===== config.mk =====
export PLATFORM = sky130hd
export DESIGN_NAME = sleep_request_idle_gate_unit
export DESIGN_NICKNAME = d
export VERILOG_FILES = /design/src/rtl/core/srig_pkg.sv /design/src/rtl/core/srig_holdoff.sv /design/src/rtl/core/sleep_request_idle_gate_unit.sv
export SDC_FILE = /design/constraint.sdc
export NUM_CORES = 1
export LEC_CHECK = 0
export BUFFER_PORTS_ARGS = -buffer_cell sky130_fd_sc_hd__buf_2
export CORE_ASPECT_RATIO = 0.7
export CORE_MARGIN = 2
export CORE_UTILIZATION = 30
export CTS_CLUSTER_SIZE = 14
export DETAILED_ROUTE_END_ITERATION = 16
export PLACE_DENSITY = 0.47
export SYNTH_ARGS = -nofsm -noshare
export SYNTH_HDL_FRONTEND = slang
export SYNTH_SLANG_ARGS = --single-unit

===== constraint.sdc =====
create_clock -name clk -period 2.9 [get_ports clk]
set_input_delay 0.435 -clock clk [delete_from_list [all_inputs] [get_ports clk]]
set_output_delay 0.435 -clock clk [all_outputs]
set_load 0.05 [all_outputs]

===== src/rtl/core/srig_pkg.sv =====
`timescale 1ns / 1ps
`default_nettype none
// ----------------------------------------------------------------------------
// srig_pkg
// Types and constants shared by the sleep request idle gate.
// ----------------------------------------------------------------------------
package srig_pkg;

  localparam int unsigned HANDLE_W        = 6;
  localparam int unsigned KIND_W          = 3;
  localparam int unsigned DELAY_W         = 16;
  localparam int unsigned NUM_HANDLES_DEF = 32;
  localparam logic [DELAY_W-1:0] MIN_DELAY_RESET = 16'd100;

  // request kinds
  localparam logic [KIND_W-1:0] KIND_TICK      = 3'd0;
  localparam logic [KIND_W-1:0] KIND_APP_SET   = 3'd1;
  localparam logic [KIND_W-1:0] KIND_APP_CLR   = 3'd2;
  localparam logic [KIND_W-1:0] KIND_DRV_SET   = 3'd3;
  localparam logic [KIND_W-1:0] KIND_DRV_CLR   = 3'd4;

  typedef struct packed {
    logic [KIND_W-1:0]   kind;
    logic [HANDLE_W-1:0] handle;
    logic                store_busy;
  } in_item_t;

  typedef struct packed {
    logic accepted;
    logic main_loop_run;
    logic stay_in_loop;
    logic sleep_notify;
    logic no_return;
  } out_item_t;

endpackage
`default_nettype wire


===== src/rtl/core/srig_holdoff.sv =====
`timescale 1ns / 1ps
`default_nettype none
// ----------------------------------------------------------------------------
// srig_holdoff
// Hold-off counter: counts down per tick, saturating at zero, and is
// reloaded with min_delay at the end of a tick while requests persist.
// ----------------------------------------------------------------------------
module srig_holdoff (
  input  wire logic                         clk,
  input  wire logic                         rst_n,
  input  wire logic                         tick,
  input  wire logic                         reload,
  input  wire logic [srig_pkg::DELAY_W-1:0] min_delay,
  output logic                              cnt_zero
);

  logic [srig_pkg::DELAY_W-1:0] cnt_r;
  logic [srig_pkg::DELAY_W-1:0] cnt_nxt;
  logic [srig_pkg::DELAY_W-1:0] cnt_dec;

  // decremented value drives this tick's decisions
  assign cnt_dec  = (cnt_r != '0) ? cnt_r - 1'b1 : cnt_r;
  assign cnt_zero = (cnt_dec == '0);

  always_comb begin
    cnt_nxt = cnt_r;
    if (tick) begin
      cnt_nxt = reload ? min_delay : cnt_dec;
    end
  end

  always_ff @(posedge clk) begin
    if (!rst_n) begin
      cnt_r <= srig_pkg::MIN_DELAY_RESET;
    end else begin
      cnt_r <= cnt_nxt;
    end
  end

endmodule
`default_nettype wire


===== src/rtl/core/sleep_request_idle_gate_unit.sv =====
`timescale 1ns / 1ps
`default_nettype none
// Output: a result is registered and valid in the cycle after its item's transfer.
// Throughput: one item per cycle; the input is held off only while a
// result waits in the output register and out_ready is low.
// Reset (synchronous, rst_n low): masks cleared, hold-off counters and
// min_delay at 100, main loop running, sleep armed, no point of no return.
// ----------------------------------------------------------------------------
// sleep_request_idle_gate_unit
// Keep-awake request masks, hold-off counters and one-time sleep decision.
// ----------------------------------------------------------------------------
module sleep_request_idle_gate_unit #(
  parameter int unsigned NUM_HANDLES = srig_pkg::NUM_HANDLES_DEF
) (
  input  wire logic                         clk,
  input  wire logic                         rst_n,
  input  wire logic                         in_valid,
  output logic                              in_ready,
  input  wire srig_pkg::in_item_t           in_data,
  output logic                              out_valid,
  input  wire logic                         out_ready,
  output srig_pkg::out_item_t               out_data,
  input  wire logic                         cfg_wr_en,
  input  wire logic [srig_pkg::DELAY_W-1:0] cfg_wr_data
);

  logic [srig_pkg::DELAY_W-1:0] min_delay_r;
  logic [NUM_HANDLES-1:0]       app_mask_r, app_mask_nxt;
  logic [NUM_HANDLES-1:0]       drv_mask_r, drv_mask_nxt;
  logic                         run_r, run_nxt;
  logic                         armed_r, armed_nxt;
  logic                         no_ret_r, no_ret_nxt;
  logic                         stay_r, stay_nxt;
  logic                         out_valid_r;
  srig_pkg::out_item_t          out_r, out_nxt;

  logic                         in_fire;
  logic                         tick;
  logic                         app_req, drv_req;
  logic                         app_zero, drv_zero;
  logic                         sleep_fire;
  logic                         in_range;
  logic [NUM_HANDLES-1:0]       hit_vec;

  assign in_ready  = !out_valid_r || out_ready;
  assign in_fire   = in_valid && in_ready;
  assign out_valid = out_valid_r;
  assign out_data  = out_r;

  // one-hot handle decode; out-of-range handles hit nothing
  always_comb begin
    for (int i = 0; i < NUM_HANDLES; i++) begin
      hit_vec[i] = (in_data.handle == srig_pkg::HANDLE_W'(i));
    end
  end
  assign in_range = |hit_vec;

  assign tick    = in_fire && (in_data.kind == srig_pkg::KIND_TICK);
  assign app_req = |app_mask_r;
  assign drv_req = |drv_mask_r;

  srig_holdoff u_app_holdoff (
    .clk       (clk),
    .rst_n     (rst_n),
    .tick      (tick),
    .reload    (app_req),
    .min_delay (min_delay_r),
    .cnt_zero  (app_zero)
  );

  srig_holdoff u_drv_holdoff (
    .clk       (clk),
    .rst_n     (rst_n),
    .tick      (tick),
    .reload    (drv_req),
    .min_delay (min_delay_r),
    .cnt_zero  (drv_zero)
  );

  assign sleep_fire = tick && !app_req && app_zero && !in_data.store_busy && armed_r;

  always_comb begin
    app_mask_nxt = app_mask_r;
    drv_mask_nxt = drv_mask_r;
    run_nxt      = run_r;
    armed_nxt    = armed_r;
    no_ret_nxt   = no_ret_r;
    stay_nxt     = stay_r;
    out_nxt      = '0;

    if (in_fire) begin
      unique case (in_data.kind)
        srig_pkg::KIND_TICK: begin
          if (app_req || drv_req) begin
            run_nxt = 1'b1;
          end else if (app_zero && drv_zero) begin
            run_nxt = 1'b0;
          end
          if (app_req) begin
            armed_nxt = 1'b1;
          end else if (sleep_fire) begin
            armed_nxt  = 1'b0;
            no_ret_nxt = 1'b1;
            stay_nxt   = 1'b0;
          end
        end
        srig_pkg::KIND_APP_SET: begin
          if (!no_ret_r && in_range) begin
            app_mask_nxt     = app_mask_r | hit_vec;
            out_nxt.accepted = 1'b1;
          end
        end
        srig_pkg::KIND_APP_CLR: begin
          app_mask_nxt = app_mask_r & ~hit_vec;
        end
        srig_pkg::KIND_DRV_SET: begin
          drv_mask_nxt     = drv_mask_r | hit_vec;
          out_nxt.accepted = in_range;
        end
        srig_pkg::KIND_DRV_CLR: begin
          drv_mask_nxt = drv_mask_r & ~hit_vec;
        end
        default: begin
        end
      endcase
    end

    out_nxt.main_loop_run = run_nxt;
    out_nxt.stay_in_loop  = stay_nxt;
    out_nxt.sleep_notify  = sleep_fire;
    out_nxt.no_return     = no_ret_nxt;
  end

  always_ff @(posedge clk) begin
    if (!rst_n) begin
      min_delay_r <= srig_pkg::MIN_DELAY_RESET;
      app_mask_r  <= '0;
      drv_mask_r  <= '0;
      run_r       <= 1'b1;
      armed_r     <= 1'b1;
      no_ret_r    <= 1'b0;
      stay_r      <= 1'b1;
      out_valid_r <= 1'b0;
    end else begin
      if (cfg_wr_en) begin
        min_delay_r <= cfg_wr_data;
      end
      app_mask_r <= app_mask_nxt;
      drv_mask_r <= drv_mask_nxt;
      run_r      <= run_nxt;
      armed_r    <= armed_nxt;
      no_ret_r   <= no_ret_nxt;
      stay_r     <= stay_nxt;
      if (in_fire) begin
        out_valid_r <= 1'b1;
      end else if (out_ready) begin
        out_valid_r <= 1'b0;
      end
    end
  end

  // payload register, loaded on each transfer
  always_ff @(posedge clk) begin
    if (in_fire) begin
      out_r <= out_nxt;
    end
  end

  // point of no return is sticky
  a_no_return_sticky: assert property (@(posedge clk) disable iff (!rst_n)
    no_ret_r |=> no_ret_r)
    else $error("point of no return was cleared");

  // stay flag drops exactly when the point of no return is latched
  a_stay_matches: assert property (@(posedge clk) disable iff (!rst_n)
    stay_r != no_ret_r)
    else $error("stay flag and no-return flag disagree");

  // a sleep notification carries the latched sleep decision
  a_notify_status: assert property (@(posedge clk) disable iff (!rst_n)
    (out_valid_r && out_r.sleep_notify) |-> (out_r.no_return && !out_r.stay_in_loop))
    else $error("sleep notify without sleep decision");

  // app set past the point of no return is refused
  a_app_refused: assert property (@(posedge clk) disable iff (!rst_n)
    (in_fire && in_data.kind == srig_pkg::KIND_APP_SET && no_ret_r) |=> !out_r.accepted)
    else $error("app set accepted after point of no return");

endmodule
`default_nettype wire


==> results of run 1 <==
## cell type report
| class | count | area share (%) |
|---|---|---|
| Sequential cell | 122 | 34.6 |
| Clock inverter | 12 | 1.88 |
| Clock buffer | 20 | 6.50 |
| Inverter | 13 | 0.678 |
| Multi-Input combinational cell | 533 | 46.8 |
| Tap cell | 270 | 4.69 |
| Timing Repair Buffer | 58 | 4.80 |
## layer usage
| layer | GRT usage, % | vias up | part of all wire, % |
|---|---|---|---|
| li1 | - | 2744 | - |
| met3 | 5.35 | 20 | 7.6 |
| met2 | 22.8 | 184 | 36 |
| met1 | 28.5 | 2666 | 55 |
| met5 | 0 | - | 0 |
| met4 | 5.46 | 0 | 1.2 |
## how the worst max path moves through the flow
stage                                             start                    end  slack (ns)  cells past startpoint
detailed placement  u_app_holdoff.cnt_r[0]$_SDFFE_PN0P_  out_data[2]$_DFFE_PP_        0.17                      9
CTS                 u_app_holdoff.cnt_r[0]$_SDFFE_PN0P_  out_data[2]$_DFFE_PP_        0.16                      9
floorplan                        out_valid$_SDFFE_PN0P_  out_data[2]$_DFFE_PP_        0.23                      8
finish              u_app_holdoff.cnt_r[0]$_SDFFE_PN0P_  out_data[2]$_DFFE_PP_        0.16                      9
global route        u_app_holdoff.cnt_r[0]$_SDFFE_PN0P_  out_data[2]$_DFFE_PP_      0.0003                      9
global placement    u_app_holdoff.cnt_r[0]$_SDFFE_PN0P_  out_data[2]$_DFFE_PP_        0.24                      9
## cells by family (layout without fill, tap and decap cells)
kind of cell | Yosys count | count (layout) | synth area share [%]
buf+inv | 59 | 103 | 3.74
simple gates | 305 | 305 | 25.2
flops | 122 | 122 | 40.9
mux | 20 | 20 | 3.31
compound gates | 199 | 199 | 25.3
xor+xnor | 5 | 5 | 0.719
fa+ha+maj | 4 | 4 | 0.822
## layout by cell type (no fill, tap or decap), drive strengths merged, types with 3 or more instances in the layout
cell | Yosys | final
a21oi | 44 | 44
ha | 4 | 4
nand2 | 59 | 59
nor4 | 27 | 27
nor2 | 101 | 101
nor3b | 4 | 4
a22oi | 6 | 6
o211ai | 6 | 6
o21ai | 44 | 44
nand4 | 10 | 10
and2 | 11 | 11
mux2i | 19 | 19
nand3 | 11 | 11
or2 | 4 | 4
or3 | 6 | 6
a31oi | 3 | 3
nor2b | 23 | 23
nor3 | 23 | 23
xnor2 | 3 | 3
o221a | 60 | 60
or4 | 3 | 3
inv | 13 | 17
nand2b | 7 | 7
clkinv | 0 | 4
clkbuf | 42 | 20
buf | 4 | 58
dfxtp | 117 | 117
o22ai | 5 | 5
and4b | 3 | 3
edfxtp | 5 | 5
a21boi | 3 | 3
and3 | 6 | 6
a22o | 3 | 3
## stage by stage
step | hold WS [ns] | total power, mW | cells | util (%) | cell area [um^2]
final | 0.226 | 4.20 | 1028 | 36.3 | 7200
after global routing | 0.240 | 4.34 | 1028 | 36.3 | 7200
after CTS | 0.218 | 4.23 | 1028 | 36.3 | 7200
after detailed placement | 0.436 | 2.04 | 996 | 33.2 | 6590
after global placement | 0.432 | 2.03 | 996 | 33.2 | 6590
after floorplan | 0.419 | 1.94 | 714 | - | 6090
## worst min-delay path, cell delays in order
cell,delay [ns]
buf_2,0.08
mux2i_1,0.05
nand2_1,0.06
## power groups by stage
stage,Combinational [mW],Sequential [mW],Clock [mW]
finish,0.269,1.74,2.20
global route,0.297,1.74,2.30
CTS,0.269,1.74,2.23
detailed placement,0.267,1.77,0
global placement,0.261,1.77,0
floorplan,0.171,1.77,0
==> reports/qor.txt, run 1 <==
fmax: 364 MHz
Slew @ Worst Pin: 0.978 ns
Synth cell types: 65
max_cap viols: 0
total grt overflow: 0
Synth Cell Area: 6090 um^2
Critical Path AT: 2.93 ns
Worst setup EP type: flop
Max Slew Vio Count: 0
Core Area: 19900 um^2
top cells by area, synth: dfxtp_1 38%, o221a_2 6.7%, nor2_1 6.2%
asr flop ratio synth: 0%
DRT iter0 DRCs: 544
Hold Crit Class: in -> reg
top cells by count, synth: 117 x dfxtp_1, 101 x nor2_1, 59 x nand2_1, 44 x a21oi_1, 42 x clkbuf_1
Post-CTS Setup Bufs: 0
Antenna diodes: 0
clk_lat worst skew: 0.43 ns
Psw: 1.06 mW
Cell Int Power: 3.15 mW
layout cells sized above 1: 17.5%
HPWL after detailed placement: 13.2 mm
die width: 174 um
via count: 5614
residual DRC count: 0
fin crit period: 2.74 ns
Hold Crit Depth: 3
critical path type: reg -> reg
first-pass GRT wire length: 29.7 mm
clock power share: 52.3%
Startpoint Class: flop
largest net degree at the start of global routing: 96
Total Routing Usage GR: 18.1%
CP max stage delay: 0.45 ns
vias in the first global route: 5178
cell taking the most area after synthesis: dfxtp_1
H-tree lvl count: 4
Slowest-stage cell, CP: a2111o_1
R2R setup slack: 0.16 ns
register area share after synthesis: 40.9%
RR Endpoint: out_data[2]$_DFFE_PP_
most common cell in the netlist: dfxtp_1
critical path peak fanout: 6
worst r2r path cells: 9
# IOs: 38
Clock Root Buffer: clkbuf_16
Hold Crit Start: cfg_wr_data[2]
r2r startpoint: u_app_holdoff.cnt_r[0]$_SDFFE_PN0P_
post-place setup slack: 0.170 ns
crit-path cells: inv_1 > ha_1 > nor4b_4 > and4_1 > nor3_2 > a2111o_1 > a2111oi_4 > and4b_2 > nor2_1
router iterations before antenna repair: 5
status: finished, final reports clean
delay-heaviest family, CP: simple AND/OR/NAND/NOR gates
# resized after CTS: 0
Finish-stage setup viols: 0
mean post-synth cell area: 8.53 um^2
Post-CTS Hold Buffers: 0
Clk pin slew, worst setup/hold paths: 0.06 ns
Worst IR Drop VDD: 0.398 mV
FF/Latch Area: 2490 um^2
RSZ-0062 raised after global routing: no
Final Wtd Congestion: 0.844
Leak: 2.60 nW
Fillers: 1995
Initial Util: 30.7%
drt wl/cell: 18.4 um
area of the multi-input gates: 3370 um^2
row count: 43
#FFs+latches synth: 122
Slew HR: 34.8%
initial antenna violation count: 0
Pwr Density: 584 nW/um^2
DRT Wirelength: 18.9 mm
Reg power frac: 41.3%
Synth Net Count: 749
top cell type's share of synthesized area: 38.5%
fraction of power consumed by combinational cells: 6.4%
Longest Clk Path Bufs: 2
setup ws final: 0.156 ns
Hold Violations, Final: 0
Die Ht: 123 um
period utilization: 94.6%
TNS Setup: 0 ns
CP Buf/Inv Count: 1
Post-DRT Antenna Nets: 0
Ys Warns: 0
die area: 21500 um^2
Primary FF master, synth: dfxtp_1
final net count: 780
Area Overhead vs Synth: 18.2%
Port Buffers: 37
synthesized instance count: 714
CTS tree: yes
clock sinks: 122
Sw Ratio: 25.1%
post-DR vias/cell: 5.46
number of synthesized flops with an enable pin: 5
worst hold endpoint: min_delay_r[2]$_SDFFE_PN1P_
Worst Path Required: 3.09 ns
Num CTS Buffers: 17
clk_skew: 0.00809 ns
(Power assumes the default switching activity.)
==> run 2: changes to the inputs <==
--- a/config.mk
+++ b/config.mk
@@ -11,6 +11,7 @@
 export CORE_UTILIZATION = 30
 export CTS_CLUSTER_SIZE = 14
 export DETAILED_ROUTE_END_ITERATION = 16
+export GPL_TIMING_DRIVEN = 0
 export PLACE_DENSITY = 0.47
 export SYNTH_ARGS = -nofsm -noshare
 export SYNTH_HDL_FRONTEND = slang
==> constraint.sdc (replaced) <==
create_clock -name clk -period 2.9 [get_ports clk]
set_input_delay 0.29 -clock clk [delete_from_list [all_inputs] [get_ports clk]]
set_output_delay 0.29 -clock clk [all_outputs]
set_load 0.05 [all_outputs]
==> reports/qor.txt, run 2 (synthesized netlist as in run 1, its figures left out) <==
status: finished, final reports clean (unchanged)
router iterations before antenna repair: 5 (unchanged)
HPWL after detailed placement: 15.1 mm (was 13.2 mm)
Reg power frac: 40.0% (was 41.3%)
post-DR vias/cell: 5.65 (was 5.46)
total grt overflow: 0 (unchanged)
max_cap viols: 0 (unchanged)
Port Buffers: 33 (was 37)
Clock Root Buffer: clkbuf_16 (unchanged)
clk_lat worst skew: 0.43 ns (about the same)
fin crit period: 2.78 ns (was 2.74 ns)
Max Slew Vio Count: 0 (unchanged)
Core Area: 19900 um^2 (unchanged)
Final Wtd Congestion: 0.920 (was 0.844)
RSZ-0062 raised after global routing: no (unchanged)
residual DRC count: 0 (unchanged)
hold_ws: 0.0857 ns (was 0.226 ns)
layout cells sized above 1: 15.6% (was 17.5%)
crit-path cells: or4_1 > nand2b_1 > nor3_4 > nand3b_1 > a2111oi_4 > and4b_2 > nor2_1 (was inv_1 > ha_1 > nor4b_4 > and4_1 > nor3_2 > a2111o_1 > a2111oi_4 > and4b_2 > nor2_1)
critical path type: reg -> reg (unchanged)
fraction of power consumed by combinational cells: 6.6% (was 6.4%)
Critical Path AT: 2.95 ns (was 2.93 ns)
Finished Layout Cells: 1051 (was 1028)
row count: 43 (unchanged)
Fillers: 2041 (was 1995)
Initial Util: 30.7% (unchanged)
Num CTS Buffers: 17 (unchanged)
Post-CTS Hold Buffers: 0 (unchanged)
Slew HR: 38.4% (was 34.8%)
DRT Wirelength: 20.7 mm (was 18.9 mm)
CTS tree: yes (unchanged)
Slowest-stage cell, CP: or4_1 (was a2111o_1)
Sw Ratio: 23.9% (was 25.1%)
design area: 7310 um^2 (was 7200 um^2)
clk_skew: 0.00751 ns (was 0.00809 ns)
Leak: 2.57 nW (was 2.60 nW)
period utilization: 95.7% (was 94.6%)
Clk pin slew, worst setup/hold paths: 0.06 ns (about the same)
most frequent cells in the layout: 116 x dfxtp_1, 100 x nor2_1, 59 x nand2_1 (was 117 x dfxtp_1, 101 x nor2_1, 59 x nand2_1)
TNS Setup: 0 ns (unchanged)
Worst IR Drop VDD: 0.353 mV (was 0.398 mV)
Antenna diodes: 0 (unchanged)
via count: 5934 (was 5614)
clock power share: 53.4% (was 52.3%)
Psw: 1.04 mW (was 1.06 mW)
Hold Violations, Final: 0 (unchanged)
DRT iter0 DRCs: 564 (was 544)
Longest Clk Path Bufs: 2 (unchanged)
Area Overhead vs Synth: 20.0% (was 18.2%)
Hold Crit Class: in -> reg (unchanged)
Slew @ Worst Pin: 0.924 ns (was 0.978 ns)
Cell Int Power: 3.31 mW (was 3.15 mW)
Worst Path Required: 3.08 ns (was 3.09 ns)
Post-DRT Antenna Nets: 0 (unchanged)
die area: 21500 um^2 (unchanged)
drt wl/cell: 19.7 um (was 18.4 um)
clock sinks: 122 (unchanged)
vias in the first global route: 5658 (was 5178)
overall power: 4.34 mW (was 4.20 mW)
CP max stage delay: 0.58 ns (was 0.45 ns)
final net count: 803 (was 780)
post-placement cell area: 6590 um^2 (about the same)
Inst Count DP: 1017 (was 996)
H-tree lvl count: 4 (unchanged)
commonest non-fill, non-tap cell in the layout: dfxtp_1 (unchanged)
# IOs: 38 (unchanged)
Total Routing Usage GR: 20.0% (was 18.1%)
Worst setup EP type: flop (unchanged)
critical path peak fanout: 8 (was 6)
Finish-stage setup viols: 0 (unchanged)
Startpoint Class: flop (unchanged)
die width: 174 um (unchanged)
Pwr Density: 594 nW/um^2 (was 584 nW/um^2)
initial antenna violation count: 0 (unchanged)
first-pass GRT wire length: 32.7 mm (was 29.7 mm)
fmax: 360 MHz (was 364 MHz)
largest net degree at the start of global routing: 17 (was 96)
Die Ht: 123 um (unchanged)
==> run 2: metal layers <==
metal  global-route usage [%]  part of all wire (%)  vias up
met4                     5.51                   1.2        0
met2                     26.2                    37      263
li1                         -                     -     2795
met1                     29.7                    51     2852
met3                     7.78                    11       24
met5                        0                     0        -
==> run 2: cell type report <==
class	count	area, um^2	share of cell area, %
buffer	45	175	2.40
clock buffer	21	472	6.45
clock inverter	11	166	2.28
inverter	13	48.8	0.668
multi-input combinational	533	3430	46.9
sequential	122	2490	34.1
tap	270	338	4.62
timing repair buffer	36	188	2.57
==> run 2: timing repair <==
| item | in CTS | in global routing |
|---|---|---|
| setup endpoints to repair | 5 | 11 |
| resized for setup | 2 | 11 |
| pin swaps | 0 | 4 |
| buffers inserted | 0 | 3 |
==> run 2: critical path, delay by kind of cell (launching register included) <==
| family | cells | cell delay (ns) |
|---|---|---|
| and+or+nand+nor | 6 | 1.67 |
| AOI/OAI and AO/OA | 1 | 0.44 |
| DFF | 1 | 0.42 |
==> run 2: final timing paths <==
kind / end / slack (ns) / startpoint / depth (start not counted)
max: out_data[2]$_DFFE_PP_ / 0.12 / u_app_holdoff.cnt_r[2]$_SDFFE_PN1P_ / 7
min: min_delay_r[6]$_SDFFE_PN1P_ / 0.09 / cfg_wr_data[6] / 3
max reg2reg: out_data[2]$_DFFE_PP_ / 0.12 / u_app_holdoff.cnt_r[2]$_SDFFE_PN1P_ / 7
min reg2reg: armed_r$_SDFFE_PN1P_ / 0.46 / armed_r$_SDFFE_PN1P_ / 1
==> run 2: through the flow <==
step / util [%] / setup slack, ns
2_1_floorplan: - / 0.231
3_3_place_gp: 33.2 / -0.118
3_5_place_dp: 33.2 / -0.110
4_1_cts: 36.5 / 0.0188
5_1_grt: 36.8 / 0.0167
6_report: 36.8 / 0.124
==> run 2: power by group through the flow <==
stage	Clock (mW)	Sequential [mW]	Combinational [mW]
after global placement	0	1.77	0.274
final	2.32	1.74	0.285
after floorplan	0	1.77	0.171
after CTS	2.35	1.74	0.280
after detailed placement	0	1.77	0.279
after global routing	2.42	1.74	0.312
==> run 3: changes to the inputs <==
--- a/config.mk
+++ b/config.mk
@@ -12,7 +12,7 @@
 export CTS_CLUSTER_SIZE = 14
 export DETAILED_ROUTE_END_ITERATION = 16
 export GPL_TIMING_DRIVEN = 0
-export PLACE_DENSITY = 0.47
+export PLACE_DENSITY = 0.49
 export SYNTH_ARGS = -nofsm -noshare
 export SYNTH_HDL_FRONTEND = slang
 export SYNTH_SLANG_ARGS = --single-unit
==> constraint.sdc (replaced) <==
create_clock -name clk -period 2.25 [get_ports clk]
set_input_delay 0.225 -clock clk [delete_from_list [all_inputs] [get_ports clk]]
set_output_delay 0.225 -clock clk [all_outputs]
set_load 0.05 [all_outputs]
==> reports/qor.txt, run 3 (synthesized netlist as in run 1, its figures left out) <==
CP max stage delay: 0.55 ns (was 0.58 ns)
H-tree lvl count: 4 (unchanged)
post-place setup slack: -0.586 ns (was -0.110 ns)
Pwr Density: 694 nW/um^2 (was 594 nW/um^2)
layout cells sized above 1: 26.7% (was 15.6%)
DRT iter0 DRCs: 574 (was 564)
HPWL after detailed placement: 14.3 mm (was 15.1 mm)
Core Area: 19900 um^2 (unchanged)
Met3 Wirelength: 1.56 mm (was 2.23 mm)
DR WL met2: 8.46 mm (was 7.60 mm)
Worst Path Required: 2.41 ns (was 3.08 ns)
max_cap viols: 0 (unchanged)
post-placement cell area: 6650 um^2 (was 6590 um^2)
crit-path cells: or4_4 > or3_4 > nor3_4 > xnor2_1 > nand4_1 > nor4_4 > a21oi_2 (was or4_1 > nand2b_1 > nor3_4 > nand3b_1 > a2111oi_4 > and4b_2 > nor2_1)
setup ws final: -0.374 ns (was 0.124 ns)
Slowest-stage cell, CP: or4_4 (was or4_1)
drt wl/cell: 19.3 um (was 19.7 um)
failing checks: setup timing
Final Wtd Congestion: 0.856 (was 0.920)
period utilization: 117% (was 95.7%)
residual DRC count: 0 (unchanged)
status: finished, violations left (was finished, final reports clean)
Worst setup EP type: flop (unchanged)
die area: 21500 um^2 (unchanged)
Slew HR: 40.4% (was 38.4%)
Max Slew Vio Count: 0 (unchanged)
most frequent cells in the layout: 109 x dfxtp_1, 97 x nor2_1, 57 x nand2_1 (was 116 x dfxtp_1, 100 x nor2_1, 59 x nand2_1)
critical path peak fanout: 4 (was 8)
final net count: 833 (was 803)
Worst IR Drop VDD: 0.482 mV (was 0.353 mV)
row count: 43 (unchanged)
# IOs: 38 (unchanged)
CTS tree: yes (unchanged)
Area Overhead vs Synth: 29.0% (was 20.0%)
clock sinks: 122 (unchanged)
vias in the first global route: 5327 (was 5658)
Die Ht: 123 um (unchanged)
Num CTS Buffers: 17 (unchanged)
critical path type: reg -> reg (unchanged)
Post-DRT Antenna Nets: 0 (unchanged)
initial antenna violation count: 0 (unchanged)
Initial Util: 30.7% (unchanged)
fmax: 381 MHz (was 360 MHz)
total grt overflow: 0 (unchanged)
Total Routing Usage GR: 19.3% (was 20.0%)
Critical Path AT: 2.78 ns (was 2.95 ns)
Clock Root Buffer: clkbuf_16 (unchanged)
Startpoint Class: flop (unchanged)
router iterations before antenna repair: 5 (unchanged)
Clk pin slew, worst setup/hold paths: 0.06 ns (about the same)
Hold Crit Class: in -> reg (unchanged)
Slew @ Worst Pin: 0.893 ns (was 0.924 ns)
Antenna diodes: 0 (unchanged)
first-pass GRT wire length: 31.5 mm (was 32.7 mm)
Longest Clk Path Bufs: 2 (unchanged)
clk_skew: 0.0109 ns (was 0.00751 ns)
Port Buffers: 33 (unchanged)
Finish-stage setup viols: 13 (was 0)
fin crit period: 2.62 ns (was 2.78 ns)
via count: 6057 (was 5934)
Hold Violations, Final: 0 (unchanged)
Leak: 2.80 nW (was 2.57 nW)
DRT Wirelength: 20.9 mm (was 20.7 mm)
post-DR vias/cell: 5.61 (was 5.65)
Post-Route M1 WL: 10.7 mm (was 10.6 mm)
die width: 174 um (unchanged)
uppermost layer routed: met4 (unchanged)
commonest non-fill, non-tap cell in the layout: dfxtp_1 (unchanged)
clk_lat worst skew: 0.43 ns (about the same)
Post-CTS Hold Buffers: 0 (unchanged)
largest net degree at the start of global routing: 17 (unchanged)
RSZ-0062 raised after global routing: yes (was no)
design area: 7860 um^2 (was 7310 um^2)
## run 3: cell count changes in the layout (fill, tap and decap cells not counted), moves of 5 or more
cell	change
dfxtp_4	+5
buf_4	+32
clkbuf_1	-13
clkbuf_2	+6
nor4_2	+10
dfxtp_1	-7
nor4_1	-13
## run 3: layer usage
metal	up-vias	GRT usage (%)
met2	235	26.4
met4	0	4.94
met3	19	4.31
li1	2845	-
met1	2958	29.9
met5	-	0
## run 3: power breakdown
part           leakage [nW]  internal [mW]  switching [mW]
sequential            0.995           2.20          0.0426
combinational          1.52          0.131           0.260
clock                 0.286           1.74            1.08
total                  2.80           4.07            1.38
## run 3: final timing paths
check	slack (ns)	end	depth (start not counted)	start
worst max-delay path	-0.37	out_data[3]$_DFFE_PP_	7	u_drv_holdoff.cnt_r[11]$_SDFFE_PN0P_
worst min-delay path	0.02	min_delay_r[6]$_SDFFE_PN1P_	3	cfg_wr_data[6]
worst max register to register	-0.37	out_data[3]$_DFFE_PP_	7	u_drv_holdoff.cnt_r[11]$_SDFFE_PN0P_
worst min register to register	0.46	armed_r$_SDFFE_PN1P_	1	armed_r$_SDFFE_PN1P_
## run 3: timing repair
item / 4_1_cts / 5_1_grt
gates cloned: 0 / 0
gates resized for setup: 42 / 48
endpoints found under the hold margin: 0 / 0
buffers inserted: 19 / 18
endpoints found under the setup margin: 36 / 58
pin swaps: 26 / 21
## run 3: metrics by stage
step           hold WS (ns)  cells  utilization (%)  power [mW]  TNS, ns
2_1_floorplan         0.354    714                -        2.50   -0.684
3_3_place_gp          0.432   1017             33.5        2.65   -11.63
3_5_place_dp          0.441   1017             33.5        2.65   -10.85
4_1_cts             0.00798   1064             38.0        5.47    -2.88
5_1_grt              0.0106   1080             39.6        5.61    -4.04
6_report             0.0220   1080             39.6        5.45    -3.00
## run 3: critical path: cells and delay by family, from the launching register on
kind	cells	cell delay (ns)
xor+xnor	1	0.15
compound gates	1	0.09
flops	1	0.32
simple gates	5	1.80
## run 3: area by class of cell
cell class	count	area, um^2
buffer	41	178
multi-input combinational	533	3720
fill	1970	12000
timing repair buffer	70	450
clock inverter	14	173
inverter	13	53.8
tap	270	338
clock buffer	17	425
sequential	122	2510
